## config.mk

```make
export PLATFORM = sky130hd
export DESIGN_NAME = mha_finish
export DESIGN_NICKNAME = d
export VERILOG_FILES = /design/src/rtl/mha_pkg.sv /design/src/rtl/mha_finish.sv
export SDC_FILE = /design/constraint.sdc
export NUM_CORES = 1
export LEC_CHECK = 0
export ABC_AREA = 1
export BUFFER_PORTS_ARGS = -buffer_cell sky130_fd_sc_hd__buf_4
export CORE_ASPECT_RATIO = 1.4
export CORE_UTILIZATION = 46
export CTS_BUF_LIST = sky130_fd_sc_hd__clkbuf_4
export CTS_CLUSTER_DIAMETER = 40
export DETAILED_ROUTE_END_ITERATION = 8
export PLACE_DENSITY_LB_ADDON = 0.1
export SYNTH_ARGS = -nofsm -noshare
export SYNTH_HDL_FRONTEND = slang
export SYNTH_SLANG_ARGS = --single-unit
```

## constraint.sdc

```tcl
create_clock -name clock -period 2.56 [get_ports clock]
set_clock_uncertainty 0.05 [all_clocks]
set_input_delay 0.256 -clock clock [delete_from_list [all_inputs] [get_ports clock]]
set_output_delay 0.256 -clock clock [all_outputs]
set_load 0.1 [all_outputs]
```

## src/rtl/mha_pkg.sv

```systemverilog
// ============================================================================
// mha_pkg
// Shared widths, types and the arctangent table of the heading pipeline.
// ============================================================================
package mha_pkg;

   // Raw sensor word, register and result widths
   localparam int RAW_W     = 16;
   localparam int DECL_W    = 16;
   localparam int HEAD_W    = 18;

   // CORDIC vector: 16-bit sample scaled by 256, plus headroom for gain
   localparam int XY_W      = 27;
   // Angle accumulator, units of 1/32768 degree, signed
   localparam int Z_W       = 26;
   // Wrapped angle, 0 .. 360 degrees exclusive, unsigned
   localparam int ZW_W      = 24;
   // Heading before declination, 0 .. 46079
   localparam int H_W       = 16;
   localparam int SHIFT_W   = 5;

   localparam int CORDIC_STEPS = 16;
   localparam int TABLE_LEN    = 24;
   localparam int NUM_STEPS    = (CORDIC_STEPS > TABLE_LEN) ? TABLE_LEN : CORDIC_STEPS;

   localparam int DEG_UNITS    = 32768;
   localparam logic signed [Z_W-1:0] HALF_TURN_Z = Z_W'(180 * DEG_UNITS);
   localparam logic signed [Z_W-1:0] FULL_TURN_Z = Z_W'(360 * DEG_UNITS);
   localparam logic [ZW_W-1:0]       ROUND_HALF  = ZW_W'(128);
   localparam logic [H_W-1:0]        FULL_TURN_H = H_W'(46080);

   // Beat carried between CORDIC stages
   typedef struct packed {
      logic signed [XY_W-1:0] x;
      logic signed [XY_W-1:0] y;
      logic signed [Z_W-1:0]  z;
      logic                   zero;
   } vec_type;

   // atan(2^-i) in degrees times 32768, rounded to nearest
   function automatic logic signed [Z_W-1:0] atan_entry(input logic [SHIFT_W-1:0] idx);
      logic signed [Z_W-1:0] val;
      case (idx)
         5'd0:    val = Z_W'(1474560);
         5'd1:    val = Z_W'(870484);
         5'd2:    val = Z_W'(459940);
         5'd3:    val = Z_W'(233473);
         5'd4:    val = Z_W'(117189);
         5'd5:    val = Z_W'(58652);
         5'd6:    val = Z_W'(29333);
         5'd7:    val = Z_W'(14667);
         5'd8:    val = Z_W'(7334);
         5'd9:    val = Z_W'(3667);
         5'd10:   val = Z_W'(1833);
         5'd11:   val = Z_W'(917);
         5'd12:   val = Z_W'(458);
         5'd13:   val = Z_W'(229);
         5'd14:   val = Z_W'(115);
         5'd15:   val = Z_W'(57);
         5'd16:   val = Z_W'(29);
         5'd17:   val = Z_W'(14);
         5'd18:   val = Z_W'(7);
         5'd19:   val = Z_W'(4);
         5'd20:   val = Z_W'(2);
         5'd21:   val = Z_W'(1);
         default: val = '0;
      endcase
      return val;
   endfunction

endpackage

```

## src/rtl/mha_finish.sv

```systemverilog
// ============================================================================
// mha_finish
// Two stages: wrap the angle into one turn, then round and add declination.
// ============================================================================
module mha_finish (
   input  logic                               clock,
   input  logic                               reset,
   input  logic signed [mha_pkg::DECL_W-1:0]  decl_i,
   input  logic                               valid_i,
   output logic                               ready_o,
   input  mha_pkg::vec_type                   data_i,
   output logic                               valid_o,
   input  logic                               ready_i,
   output logic signed [mha_pkg::HEAD_W-1:0]  heading_o
);

   logic                              wrap_valid_ff;
   logic                              wrap_ready;
   logic [mha_pkg::ZW_W-1:0]          wrap_ff;
   logic [mha_pkg::ZW_W-1:0]          wrap_in;
   logic                              zero_ff;
   logic signed [mha_pkg::Z_W-1:0]    z_adj;

   logic                              out_valid_ff;
   logic signed [mha_pkg::HEAD_W-1:0] heading_ff;
   logic signed [mha_pkg::HEAD_W-1:0] heading_in;
   logic [mha_pkg::ZW_W-1:0]          rounded;
   logic [mha_pkg::H_W-1:0]           h_raw;
   logic [mha_pkg::H_W-1:0]           h_wrap;

   // Wrap: add a turn when negative, drop one when at or past a full turn
   always_comb begin
      if (data_i.z[mha_pkg::Z_W-1]) begin
         z_adj = data_i.z + mha_pkg::FULL_TURN_Z;
      end else if (data_i.z >= mha_pkg::FULL_TURN_Z) begin
         z_adj = data_i.z - mha_pkg::FULL_TURN_Z;
      end else begin
         z_adj = data_i.z;
      end
      wrap_in = z_adj[mha_pkg::ZW_W-1:0];
   end

   assign wrap_ready = !out_valid_ff || ready_i;
   assign ready_o    = !wrap_valid_ff || wrap_ready;

   always_ff @(posedge clock) begin
      if (reset) begin
         wrap_valid_ff <= 1'b0;
      end else if (ready_o) begin
         wrap_valid_ff <= valid_i;
      end
   end

   always_ff @(posedge clock) begin
      if (ready_o && valid_i) begin
         wrap_ff <= wrap_in;
         zero_ff <= data_i.zero;
      end
   end

   // Round half up to 1/128 degree, fold a rounded full turn, add declination
   always_comb begin
      rounded = wrap_ff + mha_pkg::ROUND_HALF;
      h_raw   = rounded[mha_pkg::ZW_W-1:8];
      if (h_raw >= mha_pkg::FULL_TURN_H) begin
         h_wrap = h_raw - mha_pkg::FULL_TURN_H;
      end else begin
         h_wrap = h_raw;
      end
      if (zero_ff) begin
         h_wrap = '0;
      end
      heading_in = $signed({2'b00, h_wrap})
                 + {{(mha_pkg::HEAD_W-mha_pkg::DECL_W){decl_i[mha_pkg::DECL_W-1]}}, decl_i};
   end

   always_ff @(posedge clock) begin
      if (reset) begin
         out_valid_ff <= 1'b0;
      end else if (wrap_ready) begin
         out_valid_ff <= wrap_valid_ff;
      end
   end

   always_ff @(posedge clock) begin
      if (wrap_ready && wrap_valid_ff) begin
         heading_ff <= heading_in;
      end
   end

   assign valid_o   = out_valid_ff;
   assign heading_o = heading_ff;

endmodule

```

==> impl_results.md <==
- Tmin final: 3.10 ns
- Fmax: 0.323 GHz
- Required @ worst endpoint: 2.71 ns
- GRT overflow: 0
- #FFs+latches synth: 38
- Setup Slack @ Placement: -0.430 ns
- CP startpoint kind: register
- Synth unique cells: 36
- Routed WL: 9360 um
- Post-Synthesis Cells: 374
- Top FF cell, synth: edfxtp_1
- Worst Max-Slew Pin Slew: 0.641 ns
- Crit end category: register
- Status: finished with violations
- I/O Pins: 121
- DRC errors left: 0
- DRT iter0 DRCs: 119
- Core Footprint: 0.00621 mm^2
- Largest cells by area after synthesis: edfxtp_1, nand2_1, ha_1, inv_1, a21oi_1
- CTS tree: yes
- Pwr per Cell Area: 444 mW/mm^2
- Post-Syn Area per Cell: 7.95 um^2
- Synth area leader: edfxtp_1
- Starting Density: 47.9%
- Row count: 34
- Final net count: 661
- Hold depth: 1
- CP max stage cell: edfxtp_1
- Crit-path most repeated cell: nand2_4
- Post-synthesis sequential area ratio: 37.7%
- Register area: 0.00112 mm^2
- Clock Tree Buf Depth: 2
- Final max-slew violation count: 0
- CP Cell Sequence: ha_4 -> nand2_4 -> nor2_4 -> nand4_1 -> nand2_2 -> nand2_4 -> nand3_4 -> nand2_4 -> buf_4 -> buf_4 -> nor3_4 -> inv_2 -> ha_1 -> nor3b_2 -> nand3_1 -> nand2_1 -> xor2_1
- RSZ-0062 raised after global routing: true
- HPWL after DPL: 5950 um
- R2r startpoint: wrap_ff[8]
- Pre-Repair DR Iteration Count: 4
- Worst slew margin: 57.2%
- Fill cells: 378
- Synthesis warning total: 0
- Final hold viol count: 0
- Clock root cell: clkbuf_4
- Failing checks: negative setup slack
- Reg2Reg Depth: 17
- DR vias/cell: 5.37
- Largest net degree at the start of global routing: 19
- Sink Count: 38
- Leakage: 2.29 nW
- Layout cells sized above 1: 51.6%
- Crit path max fanout: 5
- Top delay family on crit path: simple AND/OR/NAND/NOR gates
- Max-cap violations: 0
- Initial antenna violation count: 0
- Async set-or-reset flop fraction in the synthesized netlist: 0%
- IO buf count: 66
- H-tree depth: 2
- Synthesized area: 0.00297 mm^2
- Hold Path End: zero_ff
- WL/cell: 15.3 um
- Vias: 3284
- Die X: 70.0 um
- Number of global-route vias before repair: 3242
- Crit share post-route: 121%
- Die height: 97.1 um
- Post-synth top area share: 36.3%
- Final WS setup: -0.540 ns
- Final non-filler cell total: 611
- Setup violators final: 10
- End of the worst register-to-register path: heading_o[16]
- Worst hold start: data_i[0]
- Multi-input gate area: 0.00224 mm^2
- Critical Path AT: 3.25 ns
- Number of routed nets with antenna violations: 0
- Worst R2R Setup Slack: -0.54 ns
- Largest stage delay, worst path: 0.46 ns
- CP bufs+invs: 3
- GP Congestion: 0.878
- GRT Total Usage: 24.2%
- CTS Buf Count: 5
- Tightest Hold Check Type: primary input to register
- Area growth from synthesis to final layout: 66.3%
- Worst skew pair latency: 0.35 ns
- Worst-path clk slew: 0.12 ns
- Setup CP Type: register to register
- Ant diodes: 0
- Global-route wire length before repair: 13300 um
- Die footprint: 0.00680 mm^2
- Max VDD drop: 0.219 mV
- Syn nets: 497
- Inst Count DP: 581
- EDFF count, synth: 36
==> Yosys cell counts (all sizes together) (4+ instances only) <==
master,instances
a21oi,28
edfxtp,36
ha,21
inv,48
nand2,89
nand3,25
nand4,8
nor2,42
nor3,6
nor4,4
o21ai,22
xnor2,7
xor2,13
==> worst reg2reg max path, stage by stage (launching register included) <==
cell and delay (ns):
edfxtp_1 0.46, ha_4 0.20, nand2_4 0.06, nor2_4 0.17, nand4_1 0.14, nand2_2 0.13, nand2_4 0.07, nand3_4 0.08
nand2_4 0.08, buf_4 0.14, buf_4 0.13, nor3_4 0.15, inv_2 0.06, ha_1 0.34, nor3b_2 0.29, nand3_1 0.13
nand2_1 0.10, xor2_1 0.18
==> flip-flops by register name, summed over array words and instances (netlist names) <==
name	count
valid_o	1
wrap_ff	17
heading_o	18
zero_ff	1
wrap_valid_ff	1
==> final cells by class <==
cell class / instances / share of cell area [%]
Tap cell: 72 / 1.82
Clock buffer: 5 / 0.759
Timing Repair Buffer: 159 / 25.3
Inverter: 48 / 3.69
Clock inverter: 3 / 0.329
Multi-Input combinational cell: 286 / 45.4
Sequential cell: 38 / 22.7
==> power breakdown <==
part / switching [mW] / internal, mW
clock network: 0.218 / 0.102
registers: 0.0285 / 0.751
logic: 0.635 / 0.459
==> layer usage <==
metal  up-vias  GRT usage [%]  part of all wire [%]
met3        39           3.73                   3.7
met2       108           50.5                    58
met4         0           10.2                   4.2
met1      1538           21.8                    34
met5         -              0                     0
li1       1599              -                     -
==> cell usage in the layout, fill, tap and decap left out, types with 5 or more instances in the layout <==
cell	Yosys	final
a21oi_1	28	11
a21oi_2	0	12
a21oi_4	0	5
buf_4	1	145
buf_6	0	12
clkbuf_4	0	5
edfxtp_1	36	36
ha_1	21	13
ha_4	0	7
inv_1	46	43
nand2_1	81	59
nand2_2	5	18
nand2_4	3	12
nand3_1	23	17
nand3_4	1	5
nand4_1	8	8
nor2_1	36	24
nor2_2	3	8
nor2_4	3	10
o21ai_0	18	7
o21ai_2	0	10
xnor2_1	7	6
xor2_1	13	13
==> worst max-delay path by stage <==
| stage | endpoint | cells past startpoint | startpoint | slack (ns) |
|---|---|---|---|---|
| finish | heading_o[16] | 17 | wrap_ff[8] | -0.54 |
| global route | heading_o[16] | 17 | wrap_ff[8] | -0.72 |
| CTS | heading_o[14] | 20 | wrap_ff[8] | -0.34 |
| detailed placement | heading_o[16] | 20 | wrap_ff[8] | -0.43 |
| global placement | heading_o[16] | 20 | wrap_ff[7] | -0.37 |
| floorplan | heading_o[16] | 18 | wrap_ff[7] | -0.11 |
==> cells by family (layout without fill, tap and decap cells) <==
family,count (synthesis),in the layout,share of synthesized area (%)
AOI/OAI and AO/OA,64,64,11.8
xor gates and xnor gates,20,20,5.89
adders and majority gates,22,22,9.51
buffers and inverters,50,215,6.44
DFF,38,38,37.7
and+or+nand+nor,180,180,28.6
==> what timing repair did <==
item,CTS,global route
pin swaps,29,49
endpoints found under the setup margin,12,13
resized for setup,60,81
endpoints found under the hold margin,2,0
hold buffers,1,0
buffers inserted,10,12
==> stage by stage <==
stage | total power, mW | setup TNS (ns) | hold WS [ns] | area, um^2 | util, %
finish | 2.19 | -3.54 | 0.0189 | 4950 | 79.6
global route | 2.29 | -5.14 | 0.00384 | 4950 | 79.6
CTS | 2.00 | -1.86 | 0.0139 | 4500 | 72.4
detailed placement | 1.60 | -3.04 | 0.375 | 4120 | 66.3
global placement | 1.58 | -2.18 | 0.373 | 4120 | 66.3
floorplan | 1.29 | -0.350 | 0.275 | 3010 | -
Power figures use the tool's default switching activity.
