[config.mk]
export PLATFORM = sky130hd
export DESIGN_NAME = mha_prep
export DESIGN_NICKNAME = d
export VERILOG_FILES = /design/src/rtl/mha_pkg.sv /design/src/rtl/mha_prep.sv
export SDC_FILE = /design/constraint.sdc
export NUM_CORES = 1
export LEC_CHECK = 0
export ABC_AREA = 1
export BUFFER_PORTS_ARGS = -buffer_cell sky130_fd_sc_hd__buf_2
export CORE_MARGIN = 4
export CORE_UTILIZATION = 49
export CTS_CLUSTER_DIAMETER = 200
export DETAILED_ROUTE_END_ITERATION = 8
export PLACE_DENSITY = 0.88
export SLEW_MARGIN = 40
export SYNTH_ARGS = -nofsm -noshare
export SYNTH_HDL_FRONTEND = slang
export SYNTH_SLANG_ARGS = --single-unit
[constraint.sdc]
create_clock -name clock -period 8.5 [get_ports clock]
set_input_delay 0.85 -clock clock [delete_from_list [all_inputs] [get_ports clock]]
set_output_delay 0.85 -clock clock [all_outputs]
set_load 0.02 [all_outputs]
[src/rtl/mha_pkg.sv]
// ============================================================================
// mha_pkg
// Shared widths, types and the arctangent table of the heading pipeline.
// ============================================================================
package mha_pkg;

   // Raw sensor word, register and result widths
   localparam int RAW_W     = 16;
   localparam int DECL_W    = 16;
   localparam int HEAD_W    = 18;

   // CORDIC vector: 16-bit sample scaled by 256, plus headroom for gain
   localparam int XY_W      = 27;
   // Angle accumulator, units of 1/32768 degree, signed
   localparam int Z_W       = 26;
   // Wrapped angle, 0 .. 360 degrees exclusive, unsigned
   localparam int ZW_W      = 24;
   // Heading before declination, 0 .. 46079
   localparam int H_W       = 16;
   localparam int SHIFT_W   = 5;

   localparam int CORDIC_STEPS = 16;
   localparam int TABLE_LEN    = 24;
   localparam int NUM_STEPS    = (CORDIC_STEPS > TABLE_LEN) ? TABLE_LEN : CORDIC_STEPS;

   localparam int DEG_UNITS    = 32768;
   localparam logic signed [Z_W-1:0] HALF_TURN_Z = Z_W'(180 * DEG_UNITS);
   localparam logic signed [Z_W-1:0] FULL_TURN_Z = Z_W'(360 * DEG_UNITS);
   localparam logic [ZW_W-1:0]       ROUND_HALF  = ZW_W'(128);
   localparam logic [H_W-1:0]        FULL_TURN_H = H_W'(46080);

   // Beat carried between CORDIC stages
   typedef struct packed {
      logic signed [XY_W-1:0] x;
      logic signed [XY_W-1:0] y;
      logic signed [Z_W-1:0]  z;
      logic                   zero;
   } vec_type;

   // atan(2^-i) in degrees times 32768, rounded to nearest
   function automatic logic signed [Z_W-1:0] atan_entry(input logic [SHIFT_W-1:0] idx);
      logic signed [Z_W-1:0] val;
      case (idx)
         5'd0:    val = Z_W'(1474560);
         5'd1:    val = Z_W'(870484);
         5'd2:    val = Z_W'(459940);
         5'd3:    val = Z_W'(233473);
         5'd4:    val = Z_W'(117189);
         5'd5:    val = Z_W'(58652);
         5'd6:    val = Z_W'(29333);
         5'd7:    val = Z_W'(14667);
         5'd8:    val = Z_W'(7334);
         5'd9:    val = Z_W'(3667);
         5'd10:   val = Z_W'(1833);
         5'd11:   val = Z_W'(917);
         5'd12:   val = Z_W'(458);
         5'd13:   val = Z_W'(229);
         5'd14:   val = Z_W'(115);
         5'd15:   val = Z_W'(57);
         5'd16:   val = Z_W'(29);
         5'd17:   val = Z_W'(14);
         5'd18:   val = Z_W'(7);
         5'd19:   val = Z_W'(4);
         5'd20:   val = Z_W'(2);
         5'd21:   val = Z_W'(1);
         default: val = '0;
      endcase
      return val;
   endfunction

endpackage

[src/rtl/mha_prep.sv]
// ============================================================================
// mha_prep
// Entry stage: sign-extend and scale the sample, fold the left half plane.
// ============================================================================
module mha_prep (
   input  logic                          clock,
   input  logic                          reset,
   input  logic                          valid_i,
   output logic                          ready_o,
   input  logic [mha_pkg::RAW_W-1:0]     raw_x_i,
   input  logic [mha_pkg::RAW_W-1:0]     raw_y_i,
   output logic                          valid_o,
   input  logic                          ready_i,
   output mha_pkg::vec_type              data_o
);

   logic                valid_ff;
   mha_pkg::vec_type    data_ff;
   mha_pkg::vec_type    data_in;
   logic signed [mha_pkg::XY_W-1:0] sx;
   logic signed [mha_pkg::XY_W-1:0] sy;

   // Scale by 256 with sign extension
   assign sx = {{(mha_pkg::XY_W-mha_pkg::RAW_W-8){raw_x_i[mha_pkg::RAW_W-1]}}, raw_x_i, 8'h00};
   assign sy = {{(mha_pkg::XY_W-mha_pkg::RAW_W-8){raw_y_i[mha_pkg::RAW_W-1]}}, raw_y_i, 8'h00};

   // Negate the vector for x < 0 and start the angle at half a turn
   always_comb begin
      data_in.zero = (raw_x_i == '0) && (raw_y_i == '0);
      if (raw_x_i[mha_pkg::RAW_W-1]) begin
         data_in.x = -sx;
         data_in.y = -sy;
         data_in.z = mha_pkg::HALF_TURN_Z;
      end else begin
         data_in.x = sx;
         data_in.y = sy;
         data_in.z = '0;
      end
   end

   assign ready_o = !valid_ff || ready_i;

   // Advance when the next stage takes the held beat or the slot is empty
   always_ff @(posedge clock) begin
      if (reset) begin
         valid_ff <= 1'b0;
      end else if (ready_o) begin
         valid_ff <= valid_i;
      end
   end

   always_ff @(posedge clock) begin
      if (ready_o && valid_i) begin
         data_ff <= data_in;
      end
   end

   assign valid_o = valid_ff;
   assign data_o  = data_ff;

endmodule

==> key figures, run 1 <==
Clock tree
  • CTS clk-pin slew, worst paths: 70 ps
  • Max Root-Sink Buffers: 2
  • CTS H-tree depth: 2
  • Clk Latency, worst-skew pair: 290 ps
  • Post-CTS sizing: 0
  • CTS buffer count: 5
  • CTS Sinks: 41
  • CTS root buf: clkbuf_8
  • Hold-fix buffers at CTS: 0
  • Post-CTS Setup Repair Bufs: 0
  • CTS tree: done

Min path
  • Worst hold path type: flop to flop

Routing
  • Final ANT Viol Nets: 0
  • M1 wire length: 1950 µm
  • Top routing layer in use: met4
  • Vias per inst: 4.49
  • Initial DRC count: 60
  • Vias: 1956
  • Met2 Wirelength: 2240 µm
  • Metal3 WL: 540 µm
  • Post-Route WL: 4780 µm
  • WL/cell: 11.0 µm
  • Initial DRT Pass Iterations: 4
  • Residual DRC: 0

Run status
  • Status: finished clean

Yosys
  • Fraction of the mapped netlist area in compound gates: 1.58%
  • Synth warn: 0
  • Post-synth top cells: nand2_1, buf_4, edfxtp_1, inv_1, nand3_1
  • Synth Flop Type: edfxtp_1
  • Synth Area in Simple Gates: 24.4%
  • Post-Synthesis Cells: 284
  • Syn Area/Cell: 8.90 µm²
  • Library cells used by synthesis: 25
  • Register area share after synthesis: 48.3%
  • Ranking of synthesized cells by area: edfxtp_1, buf_4, nand2_1, nand3_1, xor2_1
  • Area leader, netlist: edfxtp_1
  • EDFF count, synth: 40
  • Async SR Flop Fraction: 0%
  • Mux share of post-synthesis cell area: 0%
  • Count leader, synth: nand2_1
  • Synth Area in Adders: 0.990%
  • Number of synthesized register bits: 41
  • XOR/XNOR Fraction of Synth Area: 4.85%
  • Main combinational cell family by area after synthesis: simple AND/OR/NAND/NOR gates
  • Synth top area share: 47.5%
  • Cell area after synthesis: 0.00253 mm²

Job
  • Max-Cap Viols: 0

STA
  • Setup TNS Final: 0 ps
  • Peak Freq: 0.470 GHz
  • Slew Viols, Final: 0
  • Final hold viol count: 0
  • Max-slew headroom: 52.2%
  • Worst Max-Slew Pin Slew: 717 ps
  • Tcrit/Tclk final: 25.0%
  • Setup Viol. Count Final: 0
  • RSZ-0062 raised after global routing: false
  • Clock skew: 10.1 ps
  • Minimum clock period: 2130 ps

Worst setup path
  • CP max stage cell: buf_2
  • Crit-path cells: buf_2, inv_1, nand2_1, buf_2
  • Crit path largest cell delay: 160 ps
  • Worst setup path category: input pin to output pin
  • Critical Path AT: 1280 ps
  • CP Data Required Time: 7650 ps
  • Worst-path fanout max: 2
  • Worst path most repeated cell: buf_2
  • CP top delay family: buffers and inverters
  • Worst Path Buf+Inv: 3
  • Startpoint Class: input pin
  • Setup crit end kind: output pin

GRT
  • Vias in the first global route: 1840
  • Initial antenna violation count: 0
  • Largest net degree at the start of global routing: 43
  • First-pass GRT wire length: 7620 µm
  • Gr usage total: 15.3%
  • Grt total ovfl: 0

Power and ir drop
  • LEAKAGE: 1.48 nW
  • Power per cell area: 159 mW/mm²
  • Psw: 0.140 mW
  • P_int: 0.326 mW
  • PnR Total Power: 0.465 mW
  • Peak supply drop: 0.0000683 V
  • Clock share of power: 25.3%
  • Sw frac: 30.0%
  • Gate power share: 22.3%
  • Reg power frac: 52.4%

Cells and area
  • Core Util, Final: 60.4%
  • Synthesis-to-finish area growth: 15.8%
  • Diode count: 0
  • Post-route insts no fill: 436
  • Layout cells sized above 1: 30.9%
  • Layout Nets: 406

Die
  • FP Rows: 25
  • Initial core utilization: 52.1%
  • Die Span X: 79.8 µm
  • Die area: 0.00637 mm²
  • Die H: 79.8 µm
  • I/O Pins: 119
  • Core ar.: 0.00485 mm²

Placement
  • Final GP Congestion: 0.850
  • Number of port buffers: 80
  • DP Wirelength: 3890 µm
  • Cells after DPL: 428
layout by cell type, fill, tap and decap left out, types with 2 or more instances in the layout:
cell,count
buf_8,2
edfxtp_1,40
nor2_2,6
ha_1,2
nand3_1,27
clkbuf_8,5
clkinv_1,4
xor2_1,14
conb_1,41
nand3b_1,2
buf_2,80
inv_1,27
nand3_2,3
o21ai_1,4
nor3_2,2
nand2_2,4
nand2_1,71
o21ai_0,2
nor2_1,17
inv_2,9
routing by layer:
metal  vias up  track usage (%)
met5         -                0
met4         0             5.91
met3         6             4.85
met2        94             27.4
met1       873             16.8
li1        983                -
sequential cells by signal, indices dropped and copies added, names as in the netlist:
register	flops
data_o	40
valid_o	1
power groups by stage:
stage                     combinational [mW]  clock, mW  sequential [mW]
after floorplan                       0.0662          0            0.269
after global placement                0.0995          0            0.249
after detailed placement               0.104          0            0.249
after CTS                              0.104      0.122            0.244
after global routing                   0.114      0.131            0.245
final                                  0.104      0.118            0.244
logic make-up (layout without fill, tap and decap cells):
group | count (synthesis) | in the layout
xor gates and xnor gates | 14 | 14
and+or+nand+nor | 135 | 135
DFF | 41 | 41
adders and majority gates | 2 | 2
other | 1 | 41
AOI/OAI and AO/OA | 8 | 8
buffers and inverters | 83 | 128
cell type report:
cell class,instances,area [µm²]
fill,391,1920
sequential,41,1220
multi-input combinational,200,968
timing repair buffer,82,430
inverter,38,143
tap,67,83.8
clock buffer,5,68.8
clock inverter,3,12.5
worst paths after layout:
check                           slack (ps)    start    endpoint  cells after the start
worst max-delay path                  6370  ready_i     ready_o                      4
worst max register to register        7100  valid_o  data_o[79]                      3
worst min-delay path                   540  valid_o     valid_o                      2
worst min register to register         540  valid_o     valid_o                      2
stage by stage:
stage	setup WS (ps)	hold slack [ps]	instance area [µm²]
after floorplan	5200	705	2680
after global placement	6180	511	2820
after detailed placement	6310	535	2850
after CTS	6370	549	2930
after global routing	6340	591	2930
final	6370	542	2930
worst min-delay path: stages, from the launching register on:
cell and delay [ps]:
dfxtp_1 350, nand2_1 90, a21oi_1 60
Note: power is estimated with default switching activity, not from simulation.
==> run 2: changes to the inputs <==
- ABC_AREA: 1 -> 0
- CORE_UTILIZATION: 49 -> 46
- PLACE_DENSITY: 0.88 -> 0.85
- clock period: 8.5 -> 2 ns (I/O delays scaled with it)
==> key figures, run 2 <==
Run status
  • Status: finished clean

Yosys
  • Synth Flop Type: edfxtp_1
  • Count leader, synth: buf_4
  • Ranking of synthesized cells by area: edfxtp_1, buf_4, xnor2_1, o41ai_2, xor2_1
  • Cell area after synthesis: 0.00233 mm² (-7.7%)
  • EDFF count, synth: 40 (unchanged)
  • Syn Area/Cell: 12.3 µm² (+39%)
  • Async SR Flop Fraction: 0% (unchanged)
  • Register area share after synthesis: 52.3% (+4.0 points)
  • Area leader, netlist: edfxtp_1
  • Post-Synthesis Cells: 189 (-33%)
  • Post-synth top cells: buf_4, edfxtp_1, xnor2_1, o21ai_0, inv_1
  • Number of synthesized register bits: 41 (unchanged)
  • Synth warn: 0 (unchanged)
  • Synth top area share: 51.5% (+3.9 points)
  • Library cells used by synthesis: 32 (+28%)

STA
  • Peak Freq: 0.616 GHz
  • Clock skew: 3.37 ps (-6.77 ps)
  • Slew Viols, Final: 0 (unchanged)
  • Minimum clock period: 1620 ps
  • Setup Viol. Count Final: 0 (unchanged)
  • Tcrit/Tclk final: 81.1%
  • Max-slew headroom: 65.8% (+14 points)
  • Setup WS post-layout: 377 ps (-6000 ps)
  • RSZ-0062 raised after global routing: false
  • Final hold viol count: 0 (unchanged)
  • Worst Max-Slew Pin Slew: 508 ps (-210 ps)
  • Setup TNS Final: 0 ps (unchanged)
  • Hold slack: 55.5 ps (-487 ps)

Routing
  • Initial DRT Pass Iterations: 4 (unchanged)
  • Final ANT Viol Nets: 0 (unchanged)
  • Post-Route WL: 4490 µm (-6.1%)
  • Residual DRC: 0 (unchanged)
  • Vias per inst: 4.71 (+4.9%)
  • Vias: 1600 (-18%)
  • WL/cell: 13.2 µm (+20%)
  • Initial DRC count: 93 (+55%)

GRT
  • Grt total ovfl: 0 (unchanged)
  • Largest net degree at the start of global routing: 41 (-4.7%)
  • Gr usage total: 13.8% (-1.5 points)
  • First-pass GRT wire length: 6560 µm (-14%)
  • Initial antenna violation count: 0 (unchanged)
  • Vias in the first global route: 1379 (-25%)

Die
  • Die H: 79.2 µm (-0.75%)
  • I/O Pins: 119 (unchanged)
  • Initial core utilization: 48.4% (-3.7 points)
  • Core ar.: 0.00482 mm² (-0.65%)
  • Die area: 0.00628 mm² (-1.5%)
  • FP Rows: 25 (unchanged)
  • Die Span X: 79.2 µm (-0.75%)

Worst setup path
  • Crit path largest cell delay: 490 ps (+330 ps)
  • CP max stage cell: or3b_1
  • CP Data Required Time: 2030 ps (-5620 ps)
  • Startpoint Class: input pin
  • Worst setup path category: input pin to flop
  • Critical Path AT: 1650 ps (+370 ps)
  • Worst-path fanout max: 7 (+5)
  • Crit-path cells: buf_2, inv_1, ha_1, or3b_1, nor4_1, o21ai_0
  • Setup crit end kind: flop

Clock tree
  • Post-CTS Setup Repair Bufs: 0 (unchanged)
  • CTS root buf: clkbuf_8
  • Post-CTS sizing: 0 (unchanged)
  • CTS tree: done
  • CTS clk-pin slew, worst paths: 70 ps (about the same)
  • Clk Latency, worst-skew pair: 290 ps (about the same)
  • Hold-fix buffers at CTS: 0 (unchanged)
  • CTS Sinks: 41 (unchanged)
  • Max Root-Sink Buffers: 2 (unchanged)
  • CTS buffer count: 5 (unchanged)
  • CTS H-tree depth: 2 (unchanged)

Job
  • Max-Cap Viols: 0 (unchanged)

Cells and area
  • Layout cells sized above 1: 37.4% (+6.5 points)
  • Largest register FFs: 40 (unchanged)
  • Multi-input logic area: 903 µm² (-6.7%)
  • Fill cell count: 414 (+5.9%)
  • Synthesis-to-finish area growth: 19.0%
  • Commonest non-fill, non-tap cells in the layout: buf_2, conb_1, edfxtp_1
  • Most common cell after layout, fill and taps aside: buf_2
  • FF+latch area: 0.00122 mm² (unchanged)
  • Layout Nets: 310 (-24%)
  • Diode count: 0 (unchanged)

Placement
  • Number of port buffers: 80 (unchanged)
  • Final GP Congestion: 0.837 (-1.5%)
  • Pre-CTS setup slack: 68.6 ps (-6240 ps)
  • DP Wirelength: 3520 µm (-9.7%)

Power and ir drop
  • LEAKAGE: 1.18 nW (-20%)
  • P_int: 1.53 mW (+370%)
  • Clock share of power: 30.3% (+5.0 points)
  • Reg power frac: 49.2% (-3.2 points)
  • Psw: 0.583 mW (+320%)
  • Power per cell area: 762 mW/mm² (+380%)
  • Peak supply drop: 0.000304 V (+350%)
  • Sw frac: 27.5% (-2.5 points)
  • Gate power share: 20.5% (-1.8 points)

Min path
  • Worst hold path type: input pin to flop
==> run 2: worst paths after layout <==
check	startpoint	end	slack, ps	depth (start not counted)
setup / recovery	raw_y_i[0]	data_o[51]	380	6
hold / removal	reset	valid_o	60	2
setup reg to reg	valid_o	data_o[53]	880	3
hold reg to reg	valid_o	valid_o	510	2
==> run 2: area by class of cell <==
cell class	count	share of cell area, %
clock buffers	6	2.61
multi-input cells	134	32.5
well taps	67	3.02
inverters	7	0.946
clock inverters	2	1.26
repair buffers	83	15.7
flip-flops and latches	41	44.0
==> run 2: per-stage QoR <==
step	instances	total power, mW	util (%)	instance area [µm²]
2_1_floorplan	229	1.41	-	2480
3_3_place_gp	332	1.48	55.4	2670
3_5_place_dp	332	1.50	55.4	2670
4_1_cts	340	2.14	57.7	2780
5_1_grt	340	2.21	57.7	2780
6_report	340	2.12	57.7	2780
==> run 2: worst max-delay path, delay by kind of cell <==
| family | cells | cell delay (ps) |
|---|---|---|
| AOI/OAI and AO/OA | 1 | 160 |
| adders and majority gates | 1 | 150 |
| buffers and inverters | 2 | 180 |
| and+or+nand+nor | 2 | 970 |
==> run 2: metal layers <==
layer  vias to the layer above  wire length (µm)  track usage (%)
li1                        779                 -                -
met3                         7               441             3.63
met4                         0                54             5.15
met1                       722              1730             16.6
met5                         -                 0                0
met2                        92              2260             23.6
==> run 2: cell families after synthesis <==
logic type	after synthesis	synth area share (%)
buf+inv	54	15.4
flops	41	52.3
simple gates	34	9.17
compound gates	30	11.7
xor+xnor	27	10.1
fa+ha+maj	2	1.07
other cells	1	0.161
==> run 2: power groups by stage <==
| stage | sequential [mW] | combinational [mW] | clock [mW] |
|---|---|---|---|
| global placement | 1.06 | 0.424 | 0 |
| CTS | 1.04 | 0.434 | 0.665 |
| floorplan | 1.15 | 0.258 | 0 |
| finish | 1.04 | 0.433 | 0.642 |
| global route | 1.05 | 0.466 | 0.694 |
| detailed placement | 1.06 | 0.433 | 0 |
