File: src/rtl/mha_pkg.sv
// ============================================================================
// mha_pkg
// Shared widths, types and the arctangent table of the heading pipeline.
// ============================================================================
package mha_pkg;

   // Raw sensor word, register and result widths
   localparam int RAW_W     = 16;
   localparam int DECL_W    = 16;
   localparam int HEAD_W    = 18;

   // CORDIC vector: 16-bit sample scaled by 256, plus headroom for gain
   localparam int XY_W      = 27;
   // Angle accumulator, units of 1/32768 degree, signed
   localparam int Z_W       = 26;
   // Wrapped angle, 0 .. 360 degrees exclusive, unsigned
   localparam int ZW_W      = 24;
   // Heading before declination, 0 .. 46079
   localparam int H_W       = 16;
   localparam int SHIFT_W   = 5;

   localparam int CORDIC_STEPS = 16;
   localparam int TABLE_LEN    = 24;
   localparam int NUM_STEPS    = (CORDIC_STEPS > TABLE_LEN) ? TABLE_LEN : CORDIC_STEPS;

   localparam int DEG_UNITS    = 32768;
   localparam logic signed [Z_W-1:0] HALF_TURN_Z = Z_W'(180 * DEG_UNITS);
   localparam logic signed [Z_W-1:0] FULL_TURN_Z = Z_W'(360 * DEG_UNITS);
   localparam logic [ZW_W-1:0]       ROUND_HALF  = ZW_W'(128);
   localparam logic [H_W-1:0]        FULL_TURN_H = H_W'(46080);

   // Beat carried between CORDIC stages
   typedef struct packed {
      logic signed [XY_W-1:0] x;
      logic signed [XY_W-1:0] y;
      logic signed [Z_W-1:0]  z;
      logic                   zero;
   } vec_type;

   // atan(2^-i) in degrees times 32768, rounded to nearest
   function automatic logic signed [Z_W-1:0] atan_entry(input logic [SHIFT_W-1:0] idx);
      logic signed [Z_W-1:0] val;
      case (idx)
         5'd0:    val = Z_W'(1474560);
         5'd1:    val = Z_W'(870484);
         5'd2:    val = Z_W'(459940);
         5'd3:    val = Z_W'(233473);
         5'd4:    val = Z_W'(117189);
         5'd5:    val = Z_W'(58652);
         5'd6:    val = Z_W'(29333);
         5'd7:    val = Z_W'(14667);
         5'd8:    val = Z_W'(7334);
         5'd9:    val = Z_W'(3667);
         5'd10:   val = Z_W'(1833);
         5'd11:   val = Z_W'(917);
         5'd12:   val = Z_W'(458);
         5'd13:   val = Z_W'(229);
         5'd14:   val = Z_W'(115);
         5'd15:   val = Z_W'(57);
         5'd16:   val = Z_W'(29);
         5'd17:   val = Z_W'(14);
         5'd18:   val = Z_W'(7);
         5'd19:   val = Z_W'(4);
         5'd20:   val = Z_W'(2);
         5'd21:   val = Z_W'(1);
         default: val = '0;
      endcase
      return val;
   endfunction

endpackage

File: src/rtl/mha_cordic_stage.sv
// ============================================================================
// mha_cordic_stage
// One vectoring CORDIC micro-rotation with its pipeline register.
// ============================================================================
module mha_cordic_stage (
   input  logic                               clock,
   input  logic                               reset,
   input  logic [mha_pkg::SHIFT_W-1:0]        shift_amt,
   input  logic                               valid_i,
   output logic                               ready_o,
   input  mha_pkg::vec_type                   data_i,
   output logic                               valid_o,
   input  logic                               ready_i,
   output mha_pkg::vec_type                   data_o
);

   logic                valid_ff;
   mha_pkg::vec_type    data_ff;
   mha_pkg::vec_type    data_in;
   logic signed [mha_pkg::XY_W-1:0] dx;
   logic signed [mha_pkg::XY_W-1:0] dy;
   logic signed [mha_pkg::Z_W-1:0]  ang;

   // Arithmetic shifts floor, matching the reference rounding
   assign dx  = data_i.y >>> shift_amt;
   assign dy  = data_i.x >>> shift_amt;
   assign ang = mha_pkg::atan_entry(shift_amt);

   // Rotate toward the x axis
   always_comb begin
      data_in.zero = data_i.zero;
      if (!data_i.y[mha_pkg::XY_W-1]) begin
         data_in.x = data_i.x + dx;
         data_in.y = data_i.y - dy;
         data_in.z = data_i.z + ang;
      end else begin
         data_in.x = data_i.x - dx;
         data_in.y = data_i.y + dy;
         data_in.z = data_i.z - ang;
      end
   end

   assign ready_o = !valid_ff || ready_i;

   always_ff @(posedge clock) begin
      if (reset) begin
         valid_ff <= 1'b0;
      end else if (ready_o) begin
         valid_ff <= valid_i;
      end
   end

   always_ff @(posedge clock) begin
      if (ready_o && valid_i) begin
         data_ff <= data_in;
      end
   end

   assign valid_o = valid_ff;
   assign data_o  = data_ff;

endmodule

File: config.mk
export PLATFORM = sky130hd
export DESIGN_NAME = mha_cordic_stage
export DESIGN_NICKNAME = d
export VERILOG_FILES = /design/src/rtl/mha_pkg.sv /design/src/rtl/mha_cordic_stage.sv
export SDC_FILE = /design/constraint.sdc
export NUM_CORES = 1
export LEC_CHECK = 0
export ABC_CLOCK_PERIOD_IN_PS = 14000
export BUFFER_PORTS_ARGS = -buffer_cell sky130_fd_sc_hd__buf_2
export CORE_MARGIN = 2
export CORE_UTILIZATION = 60
export DETAILED_ROUTE_END_ITERATION = 8
export HOLD_SLACK_MARGIN = 0.1
export PLACE_DENSITY_LB_ADDON = 0.08
export SLEW_MARGIN = 10
export SYNTH_ARGS = -nofsm -noshare
export SYNTH_HDL_FRONTEND = slang
export SYNTH_SLANG_ARGS = --single-unit
File: constraint.sdc
create_clock -name clock -period 14 [get_ports clock]
set_input_delay 1.4 -clock clock [delete_from_list [all_inputs] [get_ports clock]]
set_output_delay 1.4 -clock clock [all_outputs]
set_load 0.05 [all_outputs]
==> results.md, run 1 <==
Timing:
- Hold is met by 0.521 ns.
- The peak clock frequency supported by timing is 133 MHz.
- Setup repair after global routing left no endpoint under its margin.
- Between clock sinks in the finished design, the worst skew comes to 0.00743 ns.
- In the post-route analysis, the smallest setup slack over all paths is 6.47 ns.
- Dividing the final minimum period by the clock period gives 53.8%.
- In the final timing run, aggregate negative setup slack is 0 ns.
- The max-slew violation count was 0.
- The number of failing setup endpoints in the final timing report is 0.
- The final critical path time including I/O delays and setup is 7.53 ns.
- The transition time at the pin with the least slew margin is 1.05 ns.
- The hold violation total from the final report was 0.
- The worst pin sits at a relative slew slack of 30.0%.

Global route:
- The number of global-route vias before repair is 10213.
- Global routing used 32.0% of the available tracks.
- Entering global routing, the biggest net connects 96 pins.
- The first-pass GRT wire length is 54.6 mm.
- The initial antenna violation count is 0.
- After global routing the overflow that remains totals 0.

Critical path:
- The startpoint identified for the worst register-to-register timing path is valid_o.
- The signal arrival time at the worst endpoint is 7.65 ns.
- The internal reg-to-reg setup slack is 12.31 ns.
- The maximum fanout along the worst path is 55.
- The endpoint identified for the worst register-to-register timing path is data_o[38].
- The type of origin of the critical path is an input port.
- STA puts the critical path data required time at 14.12 ns.
- The critical path endpoint category is a register.
- The critical path in this run is classified as in -> reg.
- The worst reg-to-reg path cell count is 2.

Die:
- The floorplan step defined a die boundary enclosing 21200 µm².
- The chip height is 145 µm.
- The standard-cell row count is 51.
- The core region is 19500 µm².
- Pin placement for this block handled 173 I/O pins.
- Once the floorplan was initialized, standard cells occupied 61.5% of the core.
- The x dimension of the die is 145 µm.

Place:
- In this run the cell area measured after placement is 12900 µm².
- The pre-CTS setup slack is 6.18 ns.
- The congestion estimate from routability-driven global placement came to 0.989.
- Including well taps, the total number of placed cells is 1703.
- The count of buffers from port buffering is 172.
- Once detailed placement completed, the half-perimeter wirelength came to 25.9 mm.

Synthesis:
- After synthesis, the netlist uses 93 different library cells.
- The number of instances in the synthesized netlist is 1328.
- Sequential elements use 20.4% of the synthesized area.
- The number of enable-type register cells in the synthesized netlist is 81.
- After synthesis, the largest family of logic cells by area is compound AO/OA/AOI/OAI gates.
- The post-synthesis average cell area is 9.04 µm².
- After synthesis, the share of flip-flops with an asynchronous set or reset is 0%.
- The Yosys step of the flow raised 0 warnings.
- The synthesized netlist devotes 21.9% of its cell area to compound gates.
- The xor and xnor area share after synthesis is 9.09%.
- The post-synthesis instance area is 12000 µm².
- The portion of synthesized area spent on multiplexers is 17.4%.
- The most used flip-flop cell after synthesis is edfxtp_1.
- The flop and latch count out of synthesis is 82.
- The synthesized netlist devotes 10.1% of its cell area to adder and majority cells.
- The synthesized netlist devotes 15.8% of its cell area to simple gates.
- Synthesis produced a netlist with a net count of 1513.

Cells and area:
- Leaving out fill and tap cells, the most frequent cells in the layout are buf_2 (170), nor2_1 (122), a21oi_1 (108).
- At the end of the flow the core is filled with cells to 67.3%.
- The post-route netlist has 20.2% of its cells at a drive strength greater than 1.
- The library cell used most frequently in the layout, excluding fill and tap cells, is buf_2.
- Compared with the post-synthesis result, the final layout area differs by 9.44%.
- The filler-free cell count of the finished design is 1719.
- Summing all non-filler instances in the final layout gives an area of 13100 µm².
- At the end of the flow, the number of nets in the layout was 1634.
- The number of antenna cells inserted is 0.

Clocking:
- The total of cells resized after clock tree synthesis is 0.
- The clock latency on the worst-skew pair is 0.37 ns.
- The H-tree generated during clock tree synthesis spans 3 levels.
- The total number of clock tree sinks is 82.
- No sink is reached through more buffers than the 2 on the longest clock path.
- The buffer type at the clock tree root is clkbuf_16.
- Hold repair after CTS inserted 0 buffers.
- The CTS buffer count is 9.
- Clock-pin slew was measured on the worst setup and hold paths at 0.08 ns.
- The number of setup buffers added after CTS is 0.
- The CTS tree is yes.

Detailed routing:
- After detailed routing, the number of vias per cell comes to 6.57.
- The routed layout has 11293 vias.
- The number of DRC markers in iteration 0 is 1261.
- The remaining routing DRC violations is 0.
- The post-route antenna net violation count is 0.
- The total length of routed wires is 35.0 mm.
- After detailed routing, the average wire length per cell comes to 20.4 µm.
- The pre-antenna-repair detailed-routing pass consisted of 6 iterations.

Min path:
- Along the worst hold path, the cell count comes to 2.
- The hold-critical path endpoint is valid_o.
- In this run the most critical hold path is launched from valid_o.
- The classification of the worst-slack hold path is reg -> reg.

Run status:
- The flow ran to the end, and the final reports show no timing, DRC or antenna violations.

Job:
- Max-cap violations in this run came to 0.

Pwr:
- The ratio of total power to cell area is 107 nW/µm².
- Power comes to 1.41 mW.
- Across the VDD grid, the largest voltage drop is 0.0789 mV.
- The leakage power of the design is 5.64 nW.
## state kept, by name (all words and copies together) (netlist names)
signal / flops
valid_o: 1
data_o: 81
## worst max path at each step
stage,startpoint,endpoint,slack (ns),cells past startpoint
2_1_floorplan,shift_amt[1],data_o[26],7.53,24
3_3_place_gp,shift_amt[0],data_o[52],6.30,21
3_5_place_dp,shift_amt[0],data_o[52],6.18,21
4_1_cts,shift_amt[0],data_o[52],6.55,21
5_1_grt,shift_amt[0],data_o[52],5.89,21
6_report,shift_amt[0],data_o[52],6.47,21
## report_power, final
group          internal [mW]  switching [mW]  leakage [nW]
clock                  0.124           0.117         0.143
combinational          0.285           0.528          4.71
sequential             0.347         0.00996         0.791
## layer usage
metal  wire length [µm]  GRT usage (%)  vias up
li1                   -              -     5313
met1              14500           44.0     5257
met2              16000           51.4      623
met3               3150           5.14      100
met4               1310           11.7        0
met5                  0              0        -
## cell usage after synthesis, types with 7 or more instances
| master | instances | area share [%] |
|---|---|---|
| a31oi_1 | 24 | 1.3 |
| ha_1 | 92 | 9.6 |
| and2_1 | 17 | 0.89 |
| a22oi_1 | 13 | 0.81 |
| o211ai_1 | 9 | 0.56 |
| nand3_1 | 24 | 1.0 |
| xor2_1 | 37 | 2.7 |
| o21ai_0 | 62 | 2.6 |
| mux2i_1 | 39 | 3.3 |
| and3_1 | 18 | 0.94 |
| inv_1 | 46 | 1.4 |
| o22ai_1 | 11 | 0.57 |
| mux4_1 | 20 | 4.4 |
| a41oi_1 | 7 | 0.51 |
| nor3_1 | 14 | 0.58 |
| nand2b_1 | 18 | 0.94 |
| a21o_1 | 36 | 2.3 |
| o21bai_1 | 9 | 0.56 |
| edfxtp_1 | 81 | 20 |
| clkbuf_1 | 30 | 0.94 |
| mux2_2 | 22 | 2.1 |
| buf_6 | 10 | 0.94 |
| mux4_2 | 41 | 7.7 |
| xnor2_1 | 85 | 6.2 |
| o31ai_1 | 7 | 0.44 |
| nand2_1 | 103 | 3.2 |
| nor2_1 | 122 | 3.8 |
| a211oi_1 | 20 | 1.3 |
| nand4_1 | 9 | 0.47 |
| o21a_1 | 14 | 0.88 |
| a21oi_1 | 108 | 4.5 |
| nor2b_1 | 20 | 1.0 |
| buf_2 | 23 | 0.96 |
| a221oi_1 | 9 | 0.66 |
| or2_2 | 7 | 0.36 |
## cell families (layout without fill, tap and decap cells)
group / Yosys count / in the layout
simple gates: 387 / 387
fa+ha+maj: 95 / 95
mux: 122 / 122
buf+inv: 125 / 251
compound gates: 394 / 394
flops: 82 / 82
xor+xnor: 123 / 123
## critical path, stage by stage
cell	delay, ns
buf_4	0.39
buf_4	0.75
clkinv_1	0.58
mux4_2	0.60
nand2_1	0.08
o21ai_0	0.13
a22oi_1	0.23
ha_1	0.24
inv_1	0.06
nor4b_2	0.41
and2_1	0.35
a21oi_1	0.12
xor2_1	0.19
ha_1	0.33
a211oi_1	0.24
nand2_1	0.10
o311ai_0	0.59
a21oi_1	0.20
o31ai_1	0.31
a21boi_0	0.15
xor2_1	0.16
## final cells by class
class	count	area, µm²
Multi-Input combinational cell	1121	8910
Fill cell	1707	6390
Sequential cell	82	2450
Timing Repair Buffer	186	971
Tap cell	265	332
Clock buffer	9	225
Inverter	49	184
Clock inverter	7	60.1
Note: power is estimated with default switching activity, not from simulation.
==> run 2: changes to the inputs <==
ABC_CLOCK_PERIOD_IN_PS = 6850   (was 14000)
CORE_UTILIZATION = 54   (was 60)
clock period = 6.85 ns   (was 14 ns; I/O delays follow)
==> results.md, run 2 (synthesis results as in run 1) <==
Pwr:
- The ratio of total power to cell area is 220 nW/µm².
- The net switching fraction of the power is 45.7%.
- The switching power summed over all nets is 1.34 mW.
- Summed over all cells, the static leakage comes to 5.73 nW.
- The maximum ir drop on the vdd rail is 0.155 mV.
- The part of the power in the clock network is 17.9%.
- Of the total power, registers draw 25.1%.
- Power comes to 2.92 mW.
- The portion of total power attributed to combinational logic is 57.0%.
- Internal power comes to 1.59 mW.

Place:
- At the placement stage, the worst setup path has a slack of 0.493 ns.
- The count of buffers from port buffering is 172.
- The placed instance count is 1734.
- Routability-driven placement finished with a final weighted congestion of 0.961.
- The HPWL after detailed placement is 27.9 mm.

Cells and area:
- In the layout the commonest cells are buf_2 (170), nor2_1 (122), a21oi_1 (108).
- The proportion of layout cells with a drive suffix above 1 is 21.1%.
- Leaving out filler cells and counting taps, the final layout contains 1750.
- The area occupied by multi-input gates is 8910 µm².
- The area of all sequential standard cells is 2450 µm².
- The library cell used most frequently in the layout, excluding fill and tap cells, is buf_2.
- At the end of the flow, the number of nets in the layout was 1650.
- The area growth from synthesis to final layout is 10.8%.
- The filler cells instantiated in the layout total 1946.
- The number of antenna cells inserted is 0.
- The number of flip-flops under the largest register name is 81.

Min path:
- Counting instances, the worst hold path has a depth of 2.
- The classification of the worst-slack hold path is in -> reg.

Critical path:
- The largest stage delay on the critical path is 0.65 ns.
- The maximum fanout along the worst path is 41.
- The internal reg-to-reg setup slack is 5.06 ns.
- The critical path endpoint category is a register.
- The type of origin of the critical path is an input port.
- The cell family contributing the most delay on the critical path is compound AO/OA/AOI/OAI gates.
- The cell with the biggest individual delay on the critical path is o311ai_0.
- The worst reg-to-reg path cell count is 2.
- The signal arrival time at the worst endpoint is 6.19 ns.
- The type of the worst setup path is in -> reg.
- The depth of the critical timing path with buffers and inverters included is 21.
- The number of buffers and inverters on the critical path is 4.
- The signal on the critical path passes through buf_4 > buf_4 > mux4_2 > o22ai_1 > nor3_1 > a31o_2 > inv_1 > ha_1 > inv_1 > nor4b_2 > and2_1 > a21oi_1 > xor2_1 > ha_1 > a211oi_1 > nand2_1 > o311ai_0 > a21oi_1 > o31ai_1 > a21boi_0 > xor2_1.
- The worst endpoint required time is 6.95 ns.

Clocking:
- The total of cells resized after clock tree synthesis is 0.
- After clock tree synthesis, the clock-pin slew on the worst setup and hold paths is 0.07 ns.
- The root buffer cell chosen for the clock tree is clkbuf_16.
- The maximum buffer depth of the clock tree is 2.
- In this run the number of H-tree levels came out at 3.
- TritonCTS built the clock tree.
- The CTS buffer count is 9.
- Buffers inserted to repair hold after CTS numbered 0.
- For the worst-skew pair, the clock arrives at the later sink with an insertion delay of 0.36 ns.
- For this design, the sink count on the clock tree is 82.
- The buffers inserted during post-CTS setup optimization is 0.

Global route:
- The first global-routing pass estimated 56.6 mm of wire.
- The global-route usage over all layers is 30.1%.
- The maximum number of pins on one net before global-route repair is 82.
- The number of global-route vias before repair came to 10466.
- For this run the aggregate overflow at the end of global routing stands at 0.
- The initial antenna violation count is 0.

Timing:
- The max-slew violation count came to 0.
- The worst relative slew slack is 22.5%.
- After layout, the worst path uses 88.8% of the clock period.
- Hold timing on the final database bottoms out at a slack of 0.478 ns.
- For the pin with the worst max-slew slack, the measured transition is 1.16 ns.
- For this run, the top clock speed supported by timing is 164 MHz.
- The number of failing setup endpoints in the final timing report is 0.
- The worst path needs 6.09 ns of the cycle, external delays included.
- The hold violation total from the final report is 0.
- Setup repair after global routing left no endpoint under its margin.
- The least setup slack across all paths after layout is 0.765 ns.
- After routing, the total negative slack on setup checks comes to 0 ns.
- The maximum clock skew at final layout is 0.00901 ns.

Detailed routing:
- The number of DRC markers in iteration 0 is 1054.
- The routed metal-1 wire length is 15.1 mm.
- Once detail routing completed, the nets flagged for antenna violations numbered 0.
- Dividing the detail-routed wire length by the instance count gives 20.9 µm.
- The via-per-instance ratio is 6.50.
- The final layout contains routed wiring with a total length of 36.6 mm.
- The routed layout has 11376 vias.
- The remaining routing DRC violations is 0.
- The detailed-routed wire length on met2 is 17.0 mm.
- The highest signal layer in the routed design is met4.
- The pre-antenna-repair detailed-routing pass consisted of 6 iterations.
- After detailed routing, the met3 layer carries 3.16 mm of wire.

Job:
- Max-cap violations in this run came to 0.

Die:
- Once the floorplan was initialized, standard cells occupied 55.0% of the core.
- Measured along the y axis, the die boundary spans 153 µm.
- The die is 153 µm wide.
- The die covers 23400 µm².
- The area of the core is 21800 µm².
- The standard-cell row count is 54.
- The number of top-level pins is 173.

Run status:
- The flow ran to the end, and the final reports show no timing, DRC or antenna violations.
==> run 2: metal layers <==
layer | track usage (%) | vias up
met5 | 0 | -
met4 | 10.4 | 0
met3 | 5.22 | 91
met2 | 49.3 | 611
met1 | 40.3 | 5324
li1 | - | 5350
==> run 2: worst paths after layout <==
check | start | endpoint
worst min register to register | valid_o | valid_o
worst min-delay path | reset | valid_o
worst max-delay path | shift_amt[0] | data_o[52]
worst max register to register | valid_o | data_o[80]
==> run 2: area by class of cell <==
| type | count | area share [%] |
|---|---|---|
| clock buffers | 9 | 1.69 |
| repair buffers | 202 | 8.29 |
| multi-input cells | 1121 | 67.0 |
| flip-flops and latches | 82 | 18.4 |
| clock inverters | 7 | 0.574 |
| inverters | 49 | 1.38 |
| well taps | 280 | 2.63 |
==> run 2: stage by stage <==
stage | util, % | area [µm²]
global route | 61.0 | 13300
detailed placement | 59.6 | 13000
finish | 61.0 | 13300
floorplan | - | 12000
CTS | 61.0 | 13300
global placement | 59.6 | 13000
==> run 2: worst register-to-register path, stage by stage, from the launching register on <==
cell and delay (ns):
dfxtp_1 0.31, nand2b_1 0.10, and2_4 0.82
==> run 2: power groups by stage <==
stage	combinational [mW]	sequential, mW	clock (mW)
floorplan	0.930	1.11	0
global placement	1.63	0.741	0
detailed placement	1.64	0.745	0
CTS	1.65	0.735	0.532
global route	1.80	0.743	0.549
finish	1.67	0.733	0.522
